[src/rtl/core/phbtm_pkg.sv]
// ----------------------------------------------------------------------------
// Pipeline hazard and branch target timing model package
// Shared constants, instruction kind codes and word types for the timing
// model of a five-stage pipeline with a two-entry prefetch buffer.
// ----------------------------------------------------------------------------
package phbtm_pkg;

  // The branch target table size must be a power of two.
  localparam int BTB_ENTRIES  = 64;
  localparam int BTB_IDX_W    = $clog2(BTB_ENTRIES);
  localparam int INDEX_SHIFT  = 2;
  localparam int FLUSH_CYCLES = 6;
  localparam int FLUSH_W      = 3;
  localparam int NUM_SLOTS    = 7;

  localparam logic [31:0] PC_STEP     = 32'd4;
  localparam logic [31:0] CYCLE_RESET = 32'hFFFF_FFFE;

  localparam logic [3:0] KIND_NOP      = 4'd0;
  localparam logic [3:0] KIND_RTYPE    = 4'd1;
  localparam logic [3:0] KIND_ITYPE    = 4'd2;
  localparam logic [3:0] KIND_LOAD     = 4'd3;
  localparam logic [3:0] KIND_STORE    = 4'd4;
  localparam logic [3:0] KIND_BRANCH   = 4'd5;
  localparam logic [3:0] KIND_JUMP     = 4'd6;
  localparam logic [3:0] KIND_SPECIAL  = 4'd7;
  localparam logic [3:0] KIND_JREG     = 4'd8;
  localparam logic [3:0] KIND_SQUASHED = 4'd9;

  typedef struct packed {
    logic        offered_valid;
    logic [3:0]  instr_kind;
    logic [31:0] instr_pc;
    logic [7:0]  src_reg_a;
    logic [7:0]  src_reg_b;
    logic [7:0]  dest_reg;
    logic [31:0] target_addr;
  } in_word_t;

  typedef struct packed {
    logic               accepted;
    logic               finished;
    logic signed [31:0] cycle_index;
    logic [3:0]         retired_kind;
    logic [31:0]        retired_pc;
    logic [7:0]         retired_src_a;
    logic [7:0]         retired_src_b;
    logic [7:0]         retired_dest;
    logic [31:0]        retired_addr;
  } out_word_t;

  typedef struct packed {
    logic [3:0]  kind;
    logic [31:0] pc;
    logic [7:0]  src_a;
    logic [7:0]  src_b;
    logic [7:0]  dest;
    logic [31:0] addr;
  } slot_t;

  function automatic slot_t empty_slot(input logic [3:0] kind);
    slot_t s;
    s       = '0;
    s.kind  = kind;
    return s;
  endfunction

  function automatic logic [BTB_IDX_W-1:0] btb_index(input logic [31:0] pc);
    return pc[INDEX_SHIFT +: BTB_IDX_W];
  endfunction

endpackage

[src/rtl/core/pipeline_hazard_btb_timing_model_unit.sv]
// ----------------------------------------------------------------------------
// Pipeline hazard and branch target timing model
// Each accepted word advances a five-stage pipeline model with a prefetch
// buffer by one cycle and returns the instruction leaving writeback.
// ----------------------------------------------------------------------------
// Output: each result word is registered as its input word is accepted;
// once the trace-end drain completes, later words report only completion.
// Throughput: one word per cycle unless the output stalls; the table read for
// the next word is registered during this one, bypassing same-entry writes.
// Reset: all slots hold no-ops, the cycle counter starts at minus two, and
// the target table valid and taken bits are cleared at once.
module pipeline_hazard_btb_timing_model_unit (
  input  logic                clk,
  input  logic                rst_n,
  input  logic                cfg_we,
  input  logic                cfg_wdata,
  input  logic                in_valid,
  output logic                in_stall,
  input  phbtm_pkg::in_word_t in_word,
  output logic                out_valid,
  input  logic                out_stall,
  output phbtm_pkg::out_word_t out_word
);

  localparam int NS = phbtm_pkg::NUM_SLOTS;

  logic                                predict_mode_r;
  phbtm_pkg::slot_t                    slot_r [NS];
  phbtm_pkg::slot_t                    slot_nxt [NS];
  logic                                trace_over_r, trace_over_nxt;
  logic [phbtm_pkg::FLUSH_W-1:0]       flush_left_r, flush_left_nxt;
  logic [31:0]                         cycle_count_r, cycle_count_nxt;
  logic                                done_r, done_nxt;
  logic                                out_valid_r, out_valid_nxt;
  phbtm_pkg::out_word_t                out_word_r, out_word_nxt;

  logic [phbtm_pkg::BTB_ENTRIES-1:0]   btb_vld_r, btb_tkn_r;
  logic [31:0]                         btb_mem [phbtm_pkg::BTB_ENTRIES];
  logic [31:0]                         rd_tgt_r;

  logic                                step, live, advance;
  logic                                hazard, squash, fetched, taken, finish_now;
  logic [3:0]                          k0, k1;
  logic [phbtm_pkg::BTB_IDX_W-1:0]     ix, rd_idx;
  logic                                tbl_tkn;
  logic [31:0]                         tbl_tgt;
  logic                                btb_we, btb_wtkn;

  assign in_stall  = out_valid_r & out_stall;
  assign step      = in_valid & ~in_stall;
  assign live      = step & ~done_r;
  assign out_valid = out_valid_r;
  assign out_word  = out_word_r;

  assign k0      = slot_r[0].kind;
  assign k1      = slot_r[1].kind;
  assign ix      = phbtm_pkg::btb_index(slot_r[0].pc);
  assign taken   = slot_r[0].pc != (slot_r[1].pc - phbtm_pkg::PC_STEP);
  assign tbl_tkn = btb_tkn_r[ix];
  assign tbl_tgt = btb_vld_r[ix] ? rd_tgt_r : 32'd0;

  always_comb begin
    hazard = 1'b0;
    if (k0 == phbtm_pkg::KIND_LOAD) begin
      if (slot_r[1].src_a == slot_r[0].dest && k1 != phbtm_pkg::KIND_JUMP &&
          k1 != phbtm_pkg::KIND_SPECIAL && k1 != phbtm_pkg::KIND_SQUASHED) begin
        hazard = 1'b1;
      end
      if (slot_r[1].src_b == slot_r[0].dest && (k1 == phbtm_pkg::KIND_RTYPE ||
          k1 == phbtm_pkg::KIND_STORE || k1 == phbtm_pkg::KIND_BRANCH)) begin
        hazard = 1'b1;
      end
    end
  end

  always_comb begin
    squash   = 1'b0;
    btb_we   = 1'b0;
    btb_wtkn = 1'b1;
    if (!predict_mode_r) begin
      if (k0 == phbtm_pkg::KIND_JUMP || k0 == phbtm_pkg::KIND_JREG) begin
        squash = 1'b1;
      end else if (k0 == phbtm_pkg::KIND_BRANCH && taken) begin
        squash = 1'b1;
      end
    end else if (k0 == phbtm_pkg::KIND_BRANCH) begin
      squash   = (tbl_tkn != taken) | (taken & (tbl_tgt != slot_r[0].addr));
      btb_we   = live;
      btb_wtkn = taken;
    end else if (k0 == phbtm_pkg::KIND_JUMP || k0 == phbtm_pkg::KIND_JREG) begin
      squash = tbl_tgt != slot_r[0].addr;
      btb_we = live;
    end
  end

  always_comb begin
    fetched        = 1'b0;
    trace_over_nxt = trace_over_r;
    if (!hazard && !squash && !trace_over_r) begin
      if (in_word.offered_valid) begin
        fetched = 1'b1;
      end else begin
        trace_over_nxt = 1'b1;
      end
    end
    finish_now = trace_over_nxt && flush_left_r == '0;
    advance    = live & ~finish_now;
  end

  always_comb begin
    for (int i = 0; i < NS; i++) begin
      slot_nxt[i] = slot_r[i];
    end
    flush_left_nxt  = flush_left_r;
    cycle_count_nxt = cycle_count_r;
    done_nxt        = done_r | (live & finish_now);
    if (advance) begin
      cycle_count_nxt = cycle_count_r + 32'd1;
      for (int i = 3; i < NS; i++) begin
        slot_nxt[i] = slot_r[i-1];
      end
      slot_nxt[2] = slot_r[0];
      if (squash) begin
        slot_nxt[0] = phbtm_pkg::empty_slot(phbtm_pkg::KIND_SQUASHED);
      end else if (hazard) begin
        slot_nxt[0] = phbtm_pkg::empty_slot(phbtm_pkg::KIND_NOP);
      end else begin
        slot_nxt[0] = slot_r[1];
      end
      if (trace_over_nxt) begin
        slot_nxt[1]    = phbtm_pkg::empty_slot(phbtm_pkg::KIND_NOP);
        flush_left_nxt = flush_left_r - 1'b1;
      end else if (fetched) begin
        slot_nxt[1].kind  = in_word.instr_kind;
        slot_nxt[1].pc    = in_word.instr_pc;
        slot_nxt[1].src_a = in_word.src_reg_a;
        slot_nxt[1].src_b = in_word.src_reg_b;
        slot_nxt[1].dest  = in_word.dest_reg;
        slot_nxt[1].addr  = in_word.target_addr;
      end
    end
  end

  always_comb begin
    out_word_nxt = '0;
    if (done_nxt) begin
      out_word_nxt.finished    = 1'b1;
      out_word_nxt.cycle_index = cycle_count_r;
    end else begin
      out_word_nxt.accepted      = fetched;
      out_word_nxt.cycle_index   = cycle_count_nxt;
      out_word_nxt.retired_kind  = slot_nxt[NS-1].kind;
      out_word_nxt.retired_pc    = slot_nxt[NS-1].pc;
      out_word_nxt.retired_src_a = slot_nxt[NS-1].src_a;
      out_word_nxt.retired_src_b = slot_nxt[NS-1].src_b;
      out_word_nxt.retired_dest  = slot_nxt[NS-1].dest;
      out_word_nxt.retired_addr  = slot_nxt[NS-1].addr;
    end
    if (step) begin
      out_valid_nxt = 1'b1;
    end else begin
      out_valid_nxt = out_valid_r & out_stall;
    end
  end

  assign rd_idx = phbtm_pkg::btb_index(slot_nxt[0].pc);

  always_ff @(posedge clk) begin
    if (!rst_n) begin
      predict_mode_r <= 1'b0;
      for (int i = 0; i < NS; i++) begin
        slot_r[i] <= phbtm_pkg::empty_slot(phbtm_pkg::KIND_NOP);
      end
      trace_over_r  <= 1'b0;
      flush_left_r  <= phbtm_pkg::FLUSH_W'(phbtm_pkg::FLUSH_CYCLES);
      cycle_count_r <= phbtm_pkg::CYCLE_RESET;
      done_r        <= 1'b0;
      out_valid_r   <= 1'b0;
      btb_vld_r     <= '0;
      btb_tkn_r     <= '0;
    end else begin
      if (cfg_we) begin
        predict_mode_r <= cfg_wdata;
      end
      if (advance) begin
        for (int i = 0; i < NS; i++) begin
          slot_r[i] <= slot_nxt[i];
        end
        flush_left_r  <= flush_left_nxt;
        cycle_count_r <= cycle_count_nxt;
      end
      if (live) begin
        trace_over_r <= trace_over_nxt;
      end
      done_r      <= done_nxt;
      out_valid_r <= out_valid_nxt;
      if (btb_we) begin
        btb_vld_r[ix] <= 1'b1;
        btb_tkn_r[ix] <= btb_wtkn;
      end
    end
  end

  always_ff @(posedge clk) begin
    if (step) begin
      out_word_r <= out_word_nxt;
    end
  end

  always_ff @(posedge clk) begin
    if (btb_we) begin
      btb_mem[ix] <= slot_r[0].addr;
    end
    if (btb_we && ix == rd_idx) begin
      rd_tgt_r <= slot_r[0].addr;
    end else begin
      rd_tgt_r <= btb_mem[rd_idx];
    end
  end

  property p_done_holds;
    @(posedge clk) disable iff (!rst_n) done_r |=> done_r;
  endproperty
  a_done_holds: assert property (p_done_holds) else $error("completion flag dropped");

  property p_finish_not_accepted;
    @(posedge clk) disable iff (!rst_n)
      (out_valid_r && out_word_r.finished) |-> !out_word_r.accepted;
  endproperty
  a_finish_not_accepted: assert property (p_finish_not_accepted)
    else $error("finished word reports an accepted instruction");

  property p_flush_idle;
    @(posedge clk) disable iff (!rst_n)
      !trace_over_r |-> flush_left_r == phbtm_pkg::FLUSH_W'(phbtm_pkg::FLUSH_CYCLES);
  endproperty
  a_flush_idle: assert property (p_flush_idle) else $error("drain count moved before trace end");

  property p_no_fetch_on_bubble;
    @(posedge clk) disable iff (!rst_n) (live && (hazard || squash)) |-> !fetched;
  endproperty
  a_no_fetch_on_bubble: assert property (p_no_fetch_on_bubble)
    else $error("instruction fetched during a stall or squash");

  property p_cycle_advance;
    @(posedge clk) disable iff (!rst_n)
      advance |=> cycle_count_r == $past(cycle_count_r) + 32'd1;
  endproperty
  a_cycle_advance: assert property (p_cycle_advance) else $error("cycle counter did not advance");

endmodule

[config.mk]
export PLATFORM = sky130hd
export DESIGN_NAME = pipeline_hazard_btb_timing_model_unit
export DESIGN_NICKNAME = d
export VERILOG_FILES = /design/src/rtl/core/phbtm_pkg.sv /design/src/rtl/core/pipeline_hazard_btb_timing_model_unit.sv
export SDC_FILE = /design/constraint.sdc
export NUM_CORES = 2
export LEC_CHECK = 0
export BUFFER_PORTS_ARGS = -buffer_cell sky130_fd_sc_hd__buf_2
export CAP_MARGIN = 40
export CORE_MARGIN = 2
export CORE_UTILIZATION = 32
export DETAILED_ROUTE_END_ITERATION = 10
export GPL_TIMING_DRIVEN = 0
export PLACE_DENSITY_LB_ADDON = 0.05
export RECOVER_POWER = 100
export SETUP_SLACK_MARGIN = 0.5
export SYNTH_ARGS = -nofsm -noshare
export SYNTH_HDL_FRONTEND = slang
export SYNTH_SLANG_ARGS = --single-unit
[constraint.sdc]
create_clock -name clk -period 29.3 [get_ports clk]
set_input_delay 1.465 -clock clk [delete_from_list [all_inputs] [get_ports clk]]
set_output_delay 1.465 -clock clk [all_outputs]
set_load 0.005 [all_outputs]
; ---- Word level (Yosys, flattened, before mapping)
; Memories as Yosys holds them, arrays and structs flattened. A register that Yosys moved wholly into a read port is not among the register bits.
; Index checks and enable logic that the tools add are counted.
[totals]
reg_bits = 293
ram_bits = 2692
inputBits = 99
out_inout_bits = 128
elab_cells = 122
mem_count = 2
[memory_table]
columns = memory, depth, word_bits, read_ports, rd_ports_with_merged_regs, write_ports, line
row1 = btb_mem, 64, 32, 1, 1, 1, pipeline_hazard_btb_timing_model_unit.sv:38  ; logic [31:0] btb_mem [phbtm_pkg::BTB_ENTRIES];
row2 = slot_r, 7, 92, 7, 0, 7, pipeline_hazard_btb_timing_model_unit.sv:28  ; phbtm_pkg::slot_t slot_r [NS];
[op_classes]
addsub = 3
n_lt_le_gt_ge = 2
eq_ne = 15
n_mux = 47
bitwise = 19
reduce_logical = 17
[op_table]
columns = operator, n
row1 = 2-to-1 mux 92 bit, 11
row2 = 2-to-1 mux 644 bit, 1
row3 = 2-to-1 mux 32 bit, 3
row4 = bitwise mux 64 bit, 1
row5 = != test 32 bit, 2
row6 = OR 64 bit, 1
row7 = "adder 32 x 1 -> 32 bit, second input constant", 1
row8 = "subtractor 32 x 3 -> 32 bit, second input constant", 1
row9 = 2-to-1 mux 1 bit, 28
row10 = "equality test 4 x 3 -> 1 bit, second input constant", 4
row11 = equality test 8 bit, 2
row12 = binary-select mux 1 bit (select 6 bit), 2
row13 = logical AND 1 bit, 9
row14 = OR 1 bit, 9
row15 = "!= test 4 x 3 -> 1 bit, second input constant", 2
row16 = "< comparator 6 x 7 -> 1 bit, second input constant", 1
row17 = AND 1 bit, 6
row18 = demux 1 bit (select 6 bit), 1
row19 = ">= comparator 6 x 1 -> 1 bit, second input constant", 1
row20 = "equality test 4 x 1 -> 1 bit, second input constant", 1
row21 = "equality test 4 x 2 -> 1 bit, second input constant", 1
row22 = "equality test 4 bit, second input constant", 1
row23 = "!= test 4 bit, second input constant", 1
row24 = logical NOT 1 bit, 3
row25 = other kinds (6), 10

; ---- Depth between registers and ports, before layout
[depth]
depth_word = 19
depth_mapped = 22
mapped_depth_nobuf = 15

; ---- Worst setup path before layout
; OpenSTA, ideal clock, no wires.
[synth_path]
kind = in2reg
startpoint = in out_stall
endpoint = mem slot_r[0][0] in the netlist's numbering, enable pin
setup_time_ps = 942
t_arrival_ps = 19805
required_ps = 28358
setup_slack_ps = 8552
stages = 8
path_buffers = 2
cell_sequence = and2_1 nor2b_1 nand2b_1 buf_1 a21oi_4 buf_2 inv_1 nand2_1
[synth_lines]
columns = item, line
row1 = from (decl), pipeline_hazard_btb_timing_model_unit.sv:21  ; input logic out_stall,
row2 = to (decl), pipeline_hazard_btb_timing_model_unit.sv:28

==> impl_metrics.env <==
export IMPL_fin_cells=13000
export IMPL_ys_warn_count=0
export IMPL_peakVddDrop_mv=0.0448
export IMPL_area_growth_pct=16.8
export IMPL_fp_dieH_microns=611
export IMPL_grtUsageMet2_pct=39.9
export IMPL_avgSynthCellArea_sq_um=17.1
export IMPL_syn_inst=6891
export IMPL_post_place_cells=12400
export IMPL_finClkSkew_ns=0.0841
export IMPL_leakagePower_nw=45.2
export IMPL_cp_arrival_ns=18.17
export IMPL_finalPower_w=0.0101
export IMPL_min_path_type="reg -> reg"
export IMPL_reg2reg_slack_ns=11.60
export IMPL_setup_viol=0
export IMPL_cts_buffers=345
export IMPL_met1_usage_pct=36.3
export IMPL_timing_rr_end="slot_r[2][18]"
export IMPL_wl_per_cell_microns=37.0
export IMPL_p_clk_share_pct=40.9
export IMPL_hold_buffers=0
export IMPL_synth_cell_types=87
export IMPL_finalHoldViolCount=0
export IMPL_io_pins=227
export IMPL_crit_required_ns=29.76
export IMPL_power_share_switching_pct=26.0
export IMPL_ys_seq_area_share_pct=74.6
export IMPL_dr_pass1_iters=6
export IMPL_drtAntennaViolNets=0
export IMPL_status="finished with violations"
export IMPL_gr_usage_met3_pct=3.94
export IMPL_start_util_pct=32.1
export IMPL_worst_pin_slew_ns=3.49
export IMPL_place_congestion=0.825
export IMPL_clk_pin_slew_ns=0.06
export IMPL_viasPerCell=5.41
export IMPL_drc=0
export IMPL_p_switching_w=0.00263
export IMPL_die_x_microns=611
export IMPL_grt_max_degree=63
export IMPL_clock_fmax_ghz=0.0565
export IMPL_post_dp_hpwl_mm=342
export IMPL_grt_pass1_wl_mm=633
export IMPL_coreArea_sq_um=368000
export IMPL_power_density_nw_per_um2=73.5
export IMPL_nets=7976
export IMPL_synth_area_sq_um=118000
export IMPL_clk_latency_ns=0.97
export IMPL_postCtsSetupRepairBufs=0
export IMPL_final_max_slew_viol_count=2467
export IMPL_crit_path_max_fanout=62
export IMPL_fillers=34600
export IMPL_drive_gt1_share_pct=14.6
export IMPL_clock_sinks=2991
export IMPL_startpoint_type="register"
export IMPL_fin_crit_ns=17.70
export IMPL_die_area_sq_um=374000
export IMPL_routed_wl_mm=481
export IMPL_internal_power_w=0.00751
export IMPL_maxSlewHeadroom_pct=-133
export IMPL_synth_ff_type="edfxtp_1"
export IMPL_power_frac_comb_pct=11.0
export IMPL_root_buffer="clkbuf_16"
export IMPL_port_buffers=225
export IMPL_crit_type="reg -> reg"
export IMPL_cts_buffer_depth=4
export IMPL_r2r_cells=20
export IMPL_violations="capacitance limit, slew limit"
export IMPL_min_path_cells=2
export IMPL_synth_edf_count=2818
export IMPL_ys_seq_elements=2991
export IMPL_utilization_pct=37.5
export IMPL_postSynth_asyncResetShare_pct=0
export IMPL_min_to="btb_vld_r[29]"
export IMPL_htree_num_levels=5
export IMPL_end_kind="register"
export IMPL_drv_cap=171
export IMPL_fin_crit_sh_pct=60.4
export IMPL_grt_pass1_vias=67900
export IMPL_ctsResizeCount=0
export IMPL_antenna_found_initial=39
export IMPL_seqPwrFrac_pct=48.1
export IMPL_timing_setup_tns_ns=0
export IMPL_worstHoldStart="btb_vld_r[29]"
export IMPL_grt_busiest_layer="met2"
export IMPL_synth_nets=6994
export IMPL_track_usage_pct=25.3
export IMPL_via_count=70300
export IMPL_cts_tree="yes"
export IMPL_rsz0062_at_grt="no"
export IMPL_overflow=0
export IMPL_rows=223
export IMPL_drt_iter0_drc=9001
synthesized netlist by cell type (8+ instances only):
cell type	number	share of area, %
nor2b_1	30	0.16
a21oi_1	56	0.24
buf_2	63	0.27
nor4_1	20	0.11
buf_4	45	0.29
buf_1	19	0.060
mux4_2	255	4.9
o2111ai_1	9	0.067
and4_1	8	0.059
inv_1	41	0.13
o31ai_1	17	0.11
or2_2	11	0.058
o221ai_1	10	0.074
nand4_1	61	0.32
mux2i_1	673	5.7
nand2_1	139	0.44
xor2_1	36	0.27
nor2_1	549	1.7
or3_1	8	0.042
a221oi_1	15	0.11
and3_1	26	0.14
a31oi_1	21	0.11
a211oi_1	14	0.089
a22o_1	8	0.059
nand3_1	157	0.67
o211ai_1	15	0.095
and2_1	553	2.9
nor3_1	170	0.72
nand3b_1	19	0.12
a22oi_1	251	1.6
mux2_2	47	0.45
clkbuf_1	166	0.53
xnor2_1	48	0.36
dfxtp_1	173	2.9
o21ai_0	50	0.21
buf_8	19	0.24
clkbuf_2	11	0.047
o22ai_1	46	0.24
nand2b_1	41	0.22
edfxtp_1	2818	72
buf_6	61	0.58
a31o_2	8	0.059
layer usage:
layer	wire (microns)	vias to the layer above
li1	-	28800
met1	210000	37500
met2	217000	3236
met3	37500	744
met4	16800	8
met5	56	-
cells by family (layout without fill, tap and decap cells):
family	count (synthesis)	after routing	share of synthesized area, %
flops	2991	2991	74.6
mux	975	975	11.0
simple gates	1822	1822	7.94
xor+xnor	84	84	0.623
fa+ha+maj	4	4	0.0424
other cells	0	16	0
compound gates	584	584	3.57
buf+inv	431	1681	2.20
placed cells by master, fill, tap and decap left out, types with 74 or more instances in the layout:
master	count
and2_1	176
nand3_1	157
dfxtp_1	173
clkbuf_16	353
mux4_2	255
edfxtp_1	2818
nand2_1	139
nor3_1	169
buf_6	74
clkinv_1	91
nor2_1	544
buf_2	201
mux2i_1	673
a22oi_1	251
clkbuf_1	692
and2_0	378
worst max path at each step:
stage / startpoint / end / slack, ns / depth (start not counted)
2_1_floorplan: out_stall / slot_r[0][0] / 8.55 / 8
3_3_place_gp: out_stall / slot_r[1][76] / -1.14 / 9
3_5_place_dp: register / slot_r[2][106] / 20.01 / 20
4_1_cts: register / slot_r[0][79] / 19.95 / 21
5_1_grt: register / slot_r[3][19] / 10.68 / 20
6_report: register / slot_r[2][18] / 11.60 / 20
through the flow:
stage / hold slack, ns / setup WS, ns / area (sq um)
final: 0.465 / 11.60 / 138000
after CTS: 0.471 / 19.95 / 145000
after global routing: 0.487 / 10.68 / 138000
after global placement: 0.446 / -1.14 / 125000
after floorplan: 0.435 / 8.55 / 118000
after detailed placement: 0.457 / 20.01 / 134000
layout make-up:
cell class                      instances  area, sq um  area share [%]
Sequential cell                      2991        88100            63.8
Multi-Input combinational cell       3469        27400            19.8
Clock buffer                          430         9120            6.61
Tap cell                             4837         6050            4.39
Timing Repair Buffer                  635         3420            2.48
Buffer                                387         2230            1.62
Clock inverter                        185         1460            1.06
Inverter                               44          165           0.120
Antenna cell                           16         40.0          0.0290
power by group through the flow:
stage               sequential, W  combinational, W  clock, W
detailed placement        0.00496           0.00118         0
finish                    0.00487           0.00111   0.00415
global placement          0.00508          0.000995         0
floorplan                 0.00500          0.000538         0
global route              0.00488           0.00116   0.00439
CTS                       0.00487           0.00118   0.00423
state kept, by name, summed over array words and instances (netlist names), 3 cells and up, named ones only:
name / cells
cycle_count_r: 32
flush_left_r: 3
out_word: 126
btb_vld_r: 64
btb_tkn_r: 64
slot_r: 644
btb_mem: 2048
worst max-delay path, stage by stage, from the launching register on:
cell	delay [ns]
dfxtp_1	0.36
clkbuf_1	0.68
clkbuf_1	0.40
clkbuf_1	0.67
nand3b_1	0.77
clkbuf_1	0.41
clkbuf_1	0.43
a221oi_1	0.77
o21ai_0	0.19
nand4_1	0.39
a222oi_1	0.29
o2bb2ai_1	0.21
nand4b_1	0.42
o31ai_1	0.38
a21oi_1	0.64
clkbuf_1	0.55
inv_1	0.43
nand2_1	1.53
clkbuf_1	2.43
clkbuf_1	2.49
clkbuf_1	2.60
No activity file was read; power rests on OpenSTA's default activity.
